`config.mk`:
```
export PLATFORM = sky130hd
export DESIGN_NAME = rotozoom_source_address
export DESIGN_NICKNAME = d
export VERILOG_FILES = /design/src/design/rzsa_pkg.sv /design/src/design/rzsa_cfg_regs.sv /design/src/design/rzsa_axis.sv /design/src/design/rzsa_clip.sv /design/src/design/rotozoom_source_address.sv
export SDC_FILE = /design/constraint.sdc
export NUM_CORES = 2
export LEC_CHECK = 0
export ABC_CLOCK_PERIOD_IN_PS = 10990
export BUFFER_PORTS_ARGS = -buffer_cell sky130_fd_sc_hd__buf_2
export CAP_MARGIN = 20
export CORE_ASPECT_RATIO = 0.6
export CORE_MARGIN = 10
export CORE_UTILIZATION = 50
export CTS_CLUSTER_DIAMETER = 30
export DETAILED_ROUTE_END_ITERATION = 12
export MAX_ROUTING_LAYER = met4
export PLACE_DENSITY = 0.68
export SYNTH_ARGS = -nofsm -noshare
export SYNTH_HDL_FRONTEND = slang
export SYNTH_SLANG_ARGS = --single-unit
```
`constraint.sdc`:
```
create_clock -name clk_i -period 10.99 [get_ports clk_i]
set_input_delay 3.297 -clock clk_i [delete_from_list [all_inputs] [get_ports clk_i]]
set_output_delay 3.297 -clock clk_i [all_outputs]
set_load 0.02 [all_outputs]
```
`src/design/rzsa_pkg.sv`:
```
// ----------------------------------------------------------------------------
// rzsa_pkg: shared types and constants for the rotozoom source address block
// Register indexes, mode words, datapath widths and the config/mode structs.
// ----------------------------------------------------------------------------
package rzsa_pkg;

  // Defaults for the top level parameters
  localparam int MAP_SIZE_DEF        = 2048;
  localparam int DEST_COORD_BITS_DEF = 9;

  // Fixed datapath widths
  localparam int REG_W   = 16;  // config register width
  localparam int IDX_W   = 3;   // config index width
  localparam int ACC_W   = 24;  // accumulator bits kept (coordinate is [23:8])
  localparam int CRD_LSB = 8;
  localparam int CRD_W   = 16;
  localparam int SRC_W   = 11;  // source coordinate output width

  // Fixed constants
  localparam int COL_OFFSET     = 38;
  localparam int SMALL_MAP_SIZE = 256;

  // Mode words
  localparam logic [REG_W-1:0] MODE_RESET        = 16'h4400;
  localparam logic [REG_W-1:0] MODE_NOWRAP_A     = 16'h4488;
  localparam logic [REG_W-1:0] MODE_NOWRAP_B     = 16'h44cc;
  localparam logic [REG_W-1:0] MODE_NOWRAP_SMALL = 16'h44ee;

  // Config register indexes
  typedef enum logic [IDX_W-1:0] {
    CFG_INC_XX     = 3'd0,
    CFG_INC_XY     = 3'd1,
    CFG_INC_YX     = 3'd2,
    CFG_INC_YY     = 3'd3,
    CFG_START_X    = 3'd4,
    CFG_START_Y    = 3'd5,
    CFG_LAYER_MODE = 3'd6
  } cfg_idx_e;

  // Config register file contents
  typedef struct packed {
    logic signed [REG_W-1:0] inc_xx;
    logic signed [REG_W-1:0] inc_xy;
    logic signed [REG_W-1:0] inc_yx;
    logic signed [REG_W-1:0] inc_yy;
    logic signed [REG_W-1:0] start_x;
    logic signed [REG_W-1:0] start_y;
    logic        [REG_W-1:0] layer_mode;
  } cfg_t;

  // Decoded mode
  typedef struct packed {
    logic nowrap;     // clip instead of wrap
    logic small_map;  // 256 map instead of full size
  } mode_t;

endpackage

```
`src/design/rzsa_cfg_regs.sv`:
```
// ----------------------------------------------------------------------------
// rzsa_cfg_regs: configuration register file
// Holds the matrix, start point and mode word, and decodes the mode word.
// ----------------------------------------------------------------------------
module rzsa_cfg_regs import rzsa_pkg::*; (
  input  logic             clk_i,
  input  logic             rst_ni,
  input  logic             cfg_we_i,
  input  logic [IDX_W-1:0] cfg_idx_i,
  input  logic [REG_W-1:0] cfg_data_i,
  output cfg_t             cfg_o,
  output mode_t            mode_o
);

  cfg_t cfg_d, cfg_q;

  // Register write decode; indexes past the list are dropped
  always_comb begin
    cfg_d = cfg_q;
    if (cfg_we_i) begin
      unique case (cfg_idx_i)
        CFG_INC_XX:     cfg_d.inc_xx     = cfg_data_i;
        CFG_INC_XY:     cfg_d.inc_xy     = cfg_data_i;
        CFG_INC_YX:     cfg_d.inc_yx     = cfg_data_i;
        CFG_INC_YY:     cfg_d.inc_yy     = cfg_data_i;
        CFG_START_X:    cfg_d.start_x    = cfg_data_i;
        CFG_START_Y:    cfg_d.start_y    = cfg_data_i;
        CFG_LAYER_MODE: cfg_d.layer_mode = cfg_data_i;
        default:        cfg_d = cfg_q;
      endcase
    end
  end

  always_ff @(posedge clk_i or negedge rst_ni) begin
    if (!rst_ni) begin
      cfg_q <= '{inc_xx: '0, inc_xy: '0, inc_yx: '0, inc_yy: '0,
                 start_x: '0, start_y: '0, layer_mode: MODE_RESET};
    end else begin
      cfg_q <= cfg_d;
    end
  end

  // Mode word decode; unknown words wrap at full size
  always_comb begin
    mode_o.nowrap    = (cfg_q.layer_mode == MODE_NOWRAP_A) ||
                       (cfg_q.layer_mode == MODE_NOWRAP_B) ||
                       (cfg_q.layer_mode == MODE_NOWRAP_SMALL);
    mode_o.small_map = (cfg_q.layer_mode == MODE_NOWRAP_SMALL);
  end

  assign cfg_o = cfg_q;

endmodule

```
`src/design/rzsa_axis.sv`:
```
// ----------------------------------------------------------------------------
// rzsa_axis: one axis of the affine transform
// Two registered products, then the sum with the start point and the
// coordinate slice. Used once for x and once for y.
// ----------------------------------------------------------------------------
module rzsa_axis import rzsa_pkg::*; #(
  parameter int DEST_COORD_BITS = DEST_COORD_BITS_DEF
) (
  input  logic                       clk_i,
  input  logic                       en_i,
  input  logic [DEST_COORD_BITS:0]   col_i,
  input  logic [DEST_COORD_BITS-1:0] row_i,
  input  logic signed [REG_W-1:0]    inc_col_i,
  input  logic signed [REG_W-1:0]    inc_row_i,
  input  logic signed [REG_W-1:0]    start_i,
  output logic [CRD_W-1:0]           coord_o
);

  // Product widths: unsigned operand plus a sign bit times 16 bit signed
  localparam int PcW = DEST_COORD_BITS + 2 + REG_W;
  localparam int PrW = DEST_COORD_BITS + 1 + REG_W;

  logic signed [PcW-1:0] prod_col_d, prod_col_q;
  logic signed [PrW-1:0] prod_row_d, prod_row_q;
  logic        [ACC_W-1:0] start_ext;
  logic        [ACC_W-1:0] acc;
  logic        [CRD_W-1:0] coord_q;

  // Multiply stage
  always_comb begin
    prod_col_d = PcW'($signed({1'b0, col_i})) * PcW'(inc_col_i);
    prod_row_d = PrW'($signed({1'b0, row_i})) * PrW'(inc_row_i);
  end

  always_ff @(posedge clk_i) begin
    if (en_i) begin
      prod_col_q <= prod_col_d;
      prod_row_q <= prod_row_d;
    end
  end

  // Sum stage; only the low 24 accumulator bits reach the coordinate
  always_comb begin
    start_ext = {{(ACC_W-REG_W-4){start_i[REG_W-1]}}, start_i, 4'b0000};
    acc       = prod_col_q[ACC_W-1:0] + prod_row_q[ACC_W-1:0] + start_ext;
  end

  always_ff @(posedge clk_i) begin
    if (en_i) begin
      coord_q <= acc[CRD_LSB +: CRD_W];
    end
  end

  assign coord_o = coord_q;

endmodule

```
`src/design/rzsa_clip.sv`:
```
// ----------------------------------------------------------------------------
// rzsa_clip: map bound check and output register
// Masks the coordinates to the map size, flags out-of-range pixels when
// wrapping is off, and zeroes their coordinates.
// ----------------------------------------------------------------------------
module rzsa_clip import rzsa_pkg::*; #(
  parameter int MAP_SIZE = MAP_SIZE_DEF
) (
  input  logic             clk_i,
  input  logic             en_i,
  input  logic [CRD_W-1:0] cx_i,
  input  logic [CRD_W-1:0] cy_i,
  input  mode_t            mode_i,
  output logic [SRC_W-1:0] src_x_o,
  output logic [SRC_W-1:0] src_y_o,
  output logic             in_range_o
);

  localparam logic [CRD_W-1:0] MapLimit   = CRD_W'(MAP_SIZE);
  localparam logic [CRD_W-1:0] SmallLimit = CRD_W'(SMALL_MAP_SIZE);

  logic [CRD_W-1:0] limit, mask;
  logic             ok;
  logic [SRC_W-1:0] src_x_d, src_y_d, src_x_q, src_y_q;
  logic             in_range_q;

  // Bound select, compare and mask
  always_comb begin
    limit = mode_i.small_map ? SmallLimit : MapLimit;
    mask  = limit - CRD_W'(1);
    ok    = !mode_i.nowrap || ((cx_i < limit) && (cy_i < limit));
    src_x_d = ok ? SRC_W'(cx_i & mask) : '0;
    src_y_d = ok ? SRC_W'(cy_i & mask) : '0;
  end

  always_ff @(posedge clk_i) begin
    if (en_i) begin
      src_x_q    <= src_x_d;
      src_y_q    <= src_y_d;
      in_range_q <= ok;
    end
  end

  assign src_x_o    = src_x_q;
  assign src_y_o    = src_y_q;
  assign in_range_o = in_range_q;

endmodule

```
`src/design/rotozoom_source_address.sv`:
```
// ----------------------------------------------------------------------------
// rotozoom_source_address: rotate-zoom source address generator
// Maps a destination pixel to a source map coordinate through a 2x2 affine
// matrix and a start point, with wrap or clip at the map size.
//
//   channel | direction | handshake                 | word
//   --------+-----------+---------------------------+------------------------
//   in      | input     | in_valid_i / in_ready_o   | dest_x_i, dest_y_i
//   out     | output    | out_valid_o / out_ready_i | src_x_o, src_y_o,
//           |           |                           | in_range_o
//   cfg     | input     | cfg_we_i (no wait)        | cfg_idx_i, cfg_data_i
//
// One word per cycle while the output is not stalled; an accepted word passes
// column add, multiply, accumulate and clip/output register to out_valid_o.
// The four stages advance together; a stalled output holds every stage, so
// in_ready_o is low only while the output word waits and out_ready_i is low.
// Reset clears the stage valid bits and loads the register defaults.
// ----------------------------------------------------------------------------
module rotozoom_source_address import rzsa_pkg::*; #(
  parameter int MAP_SIZE        = MAP_SIZE_DEF,
  parameter int DEST_COORD_BITS = DEST_COORD_BITS_DEF
) (
  input  logic                       clk_i,
  input  logic                       rst_ni,
  // input words
  input  logic                       in_valid_i,
  output logic                       in_ready_o,
  input  logic [DEST_COORD_BITS-1:0] dest_x_i,
  input  logic [DEST_COORD_BITS-1:0] dest_y_i,
  // result words
  output logic                       out_valid_o,
  input  logic                       out_ready_i,
  output logic [SRC_W-1:0]           src_x_o,
  output logic [SRC_W-1:0]           src_y_o,
  output logic                       in_range_o,
  // configuration
  input  logic                       cfg_we_i,
  input  logic [IDX_W-1:0]           cfg_idx_i,
  input  logic [REG_W-1:0]           cfg_data_i
);

  localparam logic [DEST_COORD_BITS:0] ColOffset = (DEST_COORD_BITS+1)'(COL_OFFSET);

  cfg_t  cfg;
  mode_t mode;

  logic en;
  logic v1_q, v2_q, v3_q, vo_q;
  logic [DEST_COORD_BITS:0]   col_q;
  logic [DEST_COORD_BITS-1:0] row_q;
  logic [CRD_W-1:0]           cx, cy;

  rzsa_cfg_regs u_cfg (
    .clk_i      (clk_i),
    .rst_ni     (rst_ni),
    .cfg_we_i   (cfg_we_i),
    .cfg_idx_i  (cfg_idx_i),
    .cfg_data_i (cfg_data_i),
    .cfg_o      (cfg),
    .mode_o     (mode)
  );

  // Whole pipe moves unless the output word is held
  assign en         = !vo_q || out_ready_i;
  assign in_ready_o = en;

  // Stage valid bits
  always_ff @(posedge clk_i or negedge rst_ni) begin
    if (!rst_ni) begin
      v1_q <= 1'b0;
      v2_q <= 1'b0;
      v3_q <= 1'b0;
      vo_q <= 1'b0;
    end else if (en) begin
      v1_q <= in_valid_i;
      v2_q <= v1_q;
      v3_q <= v2_q;
      vo_q <= v3_q;
    end
  end

  // Input stage: column offset
  always_ff @(posedge clk_i) begin
    if (en) begin
      col_q <= {1'b0, dest_x_i} + ColOffset;
      row_q <= dest_y_i;
    end
  end

  rzsa_axis #(.DEST_COORD_BITS(DEST_COORD_BITS)) u_axis_x (
    .clk_i     (clk_i),
    .en_i      (en),
    .col_i     (col_q),
    .row_i     (row_q),
    .inc_col_i (cfg.inc_xx),
    .inc_row_i (cfg.inc_yx),
    .start_i   (cfg.start_x),
    .coord_o   (cx)
  );

  rzsa_axis #(.DEST_COORD_BITS(DEST_COORD_BITS)) u_axis_y (
    .clk_i     (clk_i),
    .en_i      (en),
    .col_i     (col_q),
    .row_i     (row_q),
    .inc_col_i (cfg.inc_xy),
    .inc_row_i (cfg.inc_yy),
    .start_i   (cfg.start_y),
    .coord_o   (cy)
  );

  rzsa_clip #(.MAP_SIZE(MAP_SIZE)) u_clip (
    .clk_i      (clk_i),
    .en_i       (en),
    .cx_i       (cx),
    .cy_i       (cy),
    .mode_i     (mode),
    .src_x_o    (src_x_o),
    .src_y_o    (src_y_o),
    .in_range_o (in_range_o)
  );

  assign out_valid_o = vo_q;

  // Checks
  a_accept_enters_pipe: assert property (@(posedge clk_i) disable iff (!rst_ni)
    (in_valid_i && in_ready_o) |=> v1_q)
    else $error("accepted word did not enter the first stage");

  a_stall_holds_pipe: assert property (@(posedge clk_i) disable iff (!rst_ni)
    (out_valid_o && !out_ready_i) |=> (v1_q == $past(v1_q)) && (v3_q == $past(v3_q)))
    else $error("pipeline moved during an output stall");

  a_clip_zeroes: assert property (@(posedge clk_i) disable iff (!rst_ni)
    (out_valid_o && !in_range_o) |-> (src_x_o == '0) && (src_y_o == '0))
    else $error("out-of-range word carries a nonzero coordinate");

  a_wrap_in_range: assert property (@(posedge clk_i) disable iff (!rst_ni)
    (out_valid_o && !mode.nowrap && $stable(mode) && $past(!mode.nowrap, 2)) |-> in_range_o)
    else $error("wrap mode flagged a word out of range");

  a_small_bound: assert property (@(posedge clk_i) disable iff (!rst_ni)
    (out_valid_o && mode.small_map && $stable(mode)) |->
      (src_x_o < SRC_W'(SMALL_MAP_SIZE)) && (src_y_o < SRC_W'(SMALL_MAP_SIZE)))
    else $error("small map coordinate past 256");

endmodule
```
Word-level counts from Yosys, hierarchy flattened:

Cells that the tools add are included.

* flip-flop bits (word level): 286
* logic and storage cells: 61

* add/subtract/negate cells: 6
* $mul: 4
* order comparisons: 2
* eq/ne operators: 9
* multiplexer cells: 1
* bitwise logic cells: 2
* reduce and logical (&&, ||, !) cells: 15

Operator list (count)
* $add A24 B24 Y24: 4
* $eq A16 B15 Y1 const B: 3
* $mul A10 B16 Y24: 2
* $mul A11 B16 Y24: 2
* $lt A16 B12 Y1: 2
* $and A11 B11 Y11: 2
* $reduce_and A2 Y1: 7
* $mux W12: 1
* $sub A11 B1 Y11 const B: 1
* $add A9 B6 Y10 const B: 1
* $eq A3 B3 Y1 const B: 3
* $eq A3 B2 Y1 const B: 2
* $logic_or A1 B1 Y1: 4
* $eq A3 B1 Y1 const B: 1
* $logic_not A3 Y1: 1
* $logic_not A1 Y1: 2
* $logic_and A1 B1 Y1: 1

Logic depth before layout (Yosys ltp):

* depth after elaboration: 5
* gate-level depth with buffers: 21

Cells and area by module:

A second synthesis with hierarchy kept.

* cell total of the unflattened synthesis: 3221
* area, all modules: 33713.6 sq um

By module, submodules not included
* rzsa_axis (u_axis_x): instances 1, cells each 1421, area each 13658.1 sq um
* rzsa_axis (u_axis_y): instances 1, cells each 1409, area each 13640.6 sq um
* rzsa_cfg_regs: instances 1, cells each 251, area each 4331.7 sq um
* rzsa_clip: instances 1, cells each 94, area each 1226.2 sq um
* rotozoom_source_address: instances 1, cells each 46, area each 857.1 sq um

Worst setup path before layout:

Ideal clock, no wire load.

* path kind: input to output
* from: input port out_ready_i
* to: output port in_ready_o
* arrival: 7.611 ns
* required time: 7.693 ns
* path slack: 0.082 ns
* stages: 1
* path buffers: 0
* cell sequence: nand2b_1

* cells in the longest elaborated chain, start to end: 1

RTL lines
* start, declared: line rotozoom_source_address.sv:32 `input logic out_ready_i,`
* $logic_or A1 B1 Y1: line rotozoom_source_address.sv:64 `assign en = !vo_q || out_ready_i;`
* end, declared: line rotozoom_source_address.sv:27 `output logic in_ready_o,`

No other way between the ends.

Final worst setup path:

Ends and elaborated chain as after synthesis.

==> qor.csv <==
stage,metric,value,unit
timing,RSZ-0062 raised after global routing,no,
setup_path,crit end category,output pin,
floorplanning,Die X,353,um
clock_tree,maximum clock insertion buffer count,3,
clock_tree,cts hold-fix bufs,0,
place,GP Congestion,0.890,
global_route,"Remaining Overflow, GRT",0,
route,First DRT Iteration DRCs,1624,
clock_tree,TritonCTS clock tree,built,
logic_synthesis,Ys Warns,0,
setup_path,CP most frequent cell,buf_2,
timing,Max Slew Vio Count,0,
outcome,status,"finished, final reports clean",
setup_path,slowest library cell on the worst path,nand2b_4,
floorplanning,Chip Height,220,um
setup_path,crit path DAT,3890,ps
route,via count,21500,
setup_path,Crit Path Class,input port to output pin,
route,DR vias/cell,5.16,
logic_synthesis,sequential-to-total area share from yosys stat,24.0,%
floorplanning,die area,0.0777,mm2
timing,Setup TNS,0,ps
clock_tree,Skew-Pair Late Insertion Delay,600,ps
route,# DRC,0,
route,post-route ant nets,0,
global_route,vias in the first global route,22600,
logic_synthesis,synthesized net count,4042,
timing,clk_skew,33.9,ps
setup_path,CP Data Required Time,7690,ps
logic_synthesis,Avg Inst Size Synth,10.4,um2
setup_path,CP Cell Sequence,"buf_2, nand2b_4, buf_2",
route,Routed WL,78000,um
timing,Final Cycle Share,65.4,%
timing,Max-Slew Margin vs Limit,17.6,%
clock_tree,clock slew at reported path FFs,50,ps
floorplanning,Core Rows,73,
global_route,Total GRT Usage,21.5,%
clock_tree,"Setup Fix Bufs, Post-CTS",0,
place,hpwl dp,59900,um
global_route,first-pass GRT wire length,128000,um
setup_path,"Largest stage delay, worst path",250,ps
setup_path,largest delay contributor family on the critical path,buffers and inverters,
timing,worst slew pin tran,1230,ps
finish,fillcell total,5811,
floorplanning,I/O pins,67,
floorplanning,Starting Density,50.4,%
floorplanning,CORE AREA,0.0661,mm2
hold_path,hold crit path type,flop to flop,
clock_tree,total CTS buffers,54,
logic_synthesis,Post-synth EDFFs,170,
clock_tree,Sinks on Clock Net,286,
setup_path,r2r setup slk,4990,ps
logic_synthesis,Yosys cell types,67,
finish,fin nets,4061,
logic_synthesis,Netlist Area Pre-Place,0.0333,mm2
place,input/output buffers,66,
clock_tree,post-cts resize count,0,
timing,minimum clock period,7180,ps
timing,Final Hold Fails,0,
logic_synthesis,ys flop type,edfxtp_1,
clock_tree,H-Tree Depth,2,
clock_tree,clock root buffer,clkbuf_16,
job,max-cap viol count,0,
timing,"Setup violations, final",0,
logic_synthesis,"FFs w/ async S/R, synth",40.6,%
setup_path,CP startpoint kind,input port,
route,drt first pass iters,5,
finish,P&R area growth vs syn,9.33,%
setup_path,"Buf+Inv Stages, Crit Path",2,
global_route,initial antenna violation count,12,
route,WL/cell,18.7,um
timing,Max Freq,139,MHz
logic_synthesis,"flops & latches, synth",286,
setup_path,worst-path maximum fanout,4,
logic_synthesis,Syn Inst Count,3207,
finish,layout cells sized above 1,9.64,%
global_route,pin count of the biggest net entering global routing,116,
[worst register-to-register path, cell delays in order, from the launching register on]
cell and delay (ps):
edfxtp_1 330, buf_4 400, nand2_1 170, fa_1 490, fa_1 560, inv_1 60, fa_1 490, fa_1 490
inv_1 60, fa_1 480, inv_1 40, ha_1 330, a21o_1 190, a21o_1 170, a21o_1 210, a311o_1 390
a2111o_1 430, a31o_1 240, a21oi_2 150, xnor2_1 70
[registers in the layout, summed over array words and instances (netlist names)]
name,cells
u_clip.src_y_o,11
u_clip.in_range_o,1
u_axis_x.prod_row_q,24
u_axis_y.prod_col_q,24
u_axis_y.coord_o,16
out_valid_o,1
u_cfg.cfg_o,112
u_axis_y.prod_row_q,24
u_axis_x.coord_o,16
row_q,9
v3_q,1
v2_q,1
u_clip.src_x_o,11
u_axis_x.prod_col_q,24
col_q,10
v1_q,1
[metrics by stage]
stage	instances	setup WS [ps]	utilization (%)	instance area (um2)	hold WS, ps
final	4172	3810	55.1	36400	457
after CTS	4167	3800	55.0	36400	463
after global placement	4066	3800	52.2	34500	443
after floorplan	3207	82.2	-	33300	430
after detailed placement	4068	3800	52.2	34500	453
after global routing	4172	3790	55.1	36400	496
[layer usage]
layer / vias up / GRT usage, % / part of all wire [%]
met1: 10800 / 32.6 / 50
met3: 73 / 5.45 / 9.1
met5: - / - / 0
li1: 9977 / - / -
met4: 0 / 3.47 / 1.3
met2: 712 / 29.1 / 40
[cell usage in the layout, fill, tap and decap left out, types with 4 or more instances in the layout]
master,synthesis,routed
inv_1,651,651
clkinv_4,0,4
a31o_2,6,6
buf_4,0,21
bufinv_16,0,6
fa_1,530,530
a31oi_1,7,7
xor2_1,36,36
nor2b_1,22,22
clkinv_1,0,6
o21a_1,20,20
mux2_2,115,115
edfxtp_1,170,170
a21o_1,35,35
nor3_1,26,23
nor4_1,5,5
nand3_1,21,21
buf_2,0,65
nor2_1,59,59
or3_1,4,4
nand2b_1,10,9
o21ai_0,42,42
and2_1,307,307
xnor2_1,125,125
nand4_1,6,6
o211ai_1,8,8
clkbuf_1,128,7
a21oi_1,65,65
clkinvlp_4,0,6
ha_1,263,263
dfrtp_1,114,114
inv_6,0,8
clkbuf_16,0,56
o21bai_1,17,17
a211oi_1,8,8
nand2_1,346,346
[worst paths after layout]
check                                   start                           endpoint  cells past startpoint
min reg2reg                  v3_q$_DFFE_PN0P_            out_valid_o$_DFFE_PN0P_                      1
min in group asynchronous              rst_ni                   v2_q$_DFFE_PN0P_                      1
max                               out_ready_i                         in_ready_o                      3
min                          v3_q$_DFFE_PN0P_            out_valid_o$_DFFE_PN0P_                      1
max reg2reg                col_q[2]$_DFFE_PP_  u_axis_y.prod_col_q[22]$_DFFE_PP_                     19
max in group asynchronous              rst_ni        u_cfg.cfg_o[16]$_DFFE_PN0P_                      2
[cell usage after synthesis (all sizes together), types with 17 or more instances]
master / instances / area share, %
inv: 651 / 7.3
fa: 530 / 32
nand2: 346 / 3.9
and2: 307 / 5.8
ha: 263 / 9.9
edfxtp: 170 / 15
clkbuf: 128 / 1.4
xnor2: 125 / 3.3
mux2: 115 / 3.9
dfrtp: 114 / 8.6
a21oi: 66 / 1.0
nor2: 59 / 0.66
o21ai: 42 / 0.63
xor2: 36 / 0.95
a21o: 35 / 0.79
nor3: 26 / 0.39
nor2b: 22 / 0.41
nand3: 21 / 0.32
o21a: 21 / 0.48
o21bai: 17 / 0.38
[cell families (layout without fill, tap and decap cells)]
kind of cell / Yosys count / count (layout) / share of synthesized area, %
flops: 286 / 286 / 24.0
buf+inv: 779 / 841 / 8.78
mux: 115 / 115 / 3.89
fa+ha+maj: 793 / 793 / 41.7
compound gates: 249 / 249 / 4.99
simple gates: 824 / 824 / 12.3
other cells: 0 / 3 / 0
xor+xnor: 161 / 161 / 4.23
[cell type report]
class | instances | area (um2) | share of cell area, %
Antenna cell | 3 | 7.51 | 0.0206
Timing Repair Buffer | 91 | 577 | 1.58
Clock inverter | 34 | 384 | 1.05
Multi-Input combinational cell | 2142 | 22400 | 61.6
Sequential cell | 286 | 8010 | 22.0
Inverter | 651 | 2440 | 6.71
Clock buffer | 65 | 1460 | 3.99
Tap cell | 900 | 1130 | 3.09
Power is left out: the tool's default activity adds up to more than one toggle a clock period on the data nets, which glitch-free logic cannot reach.
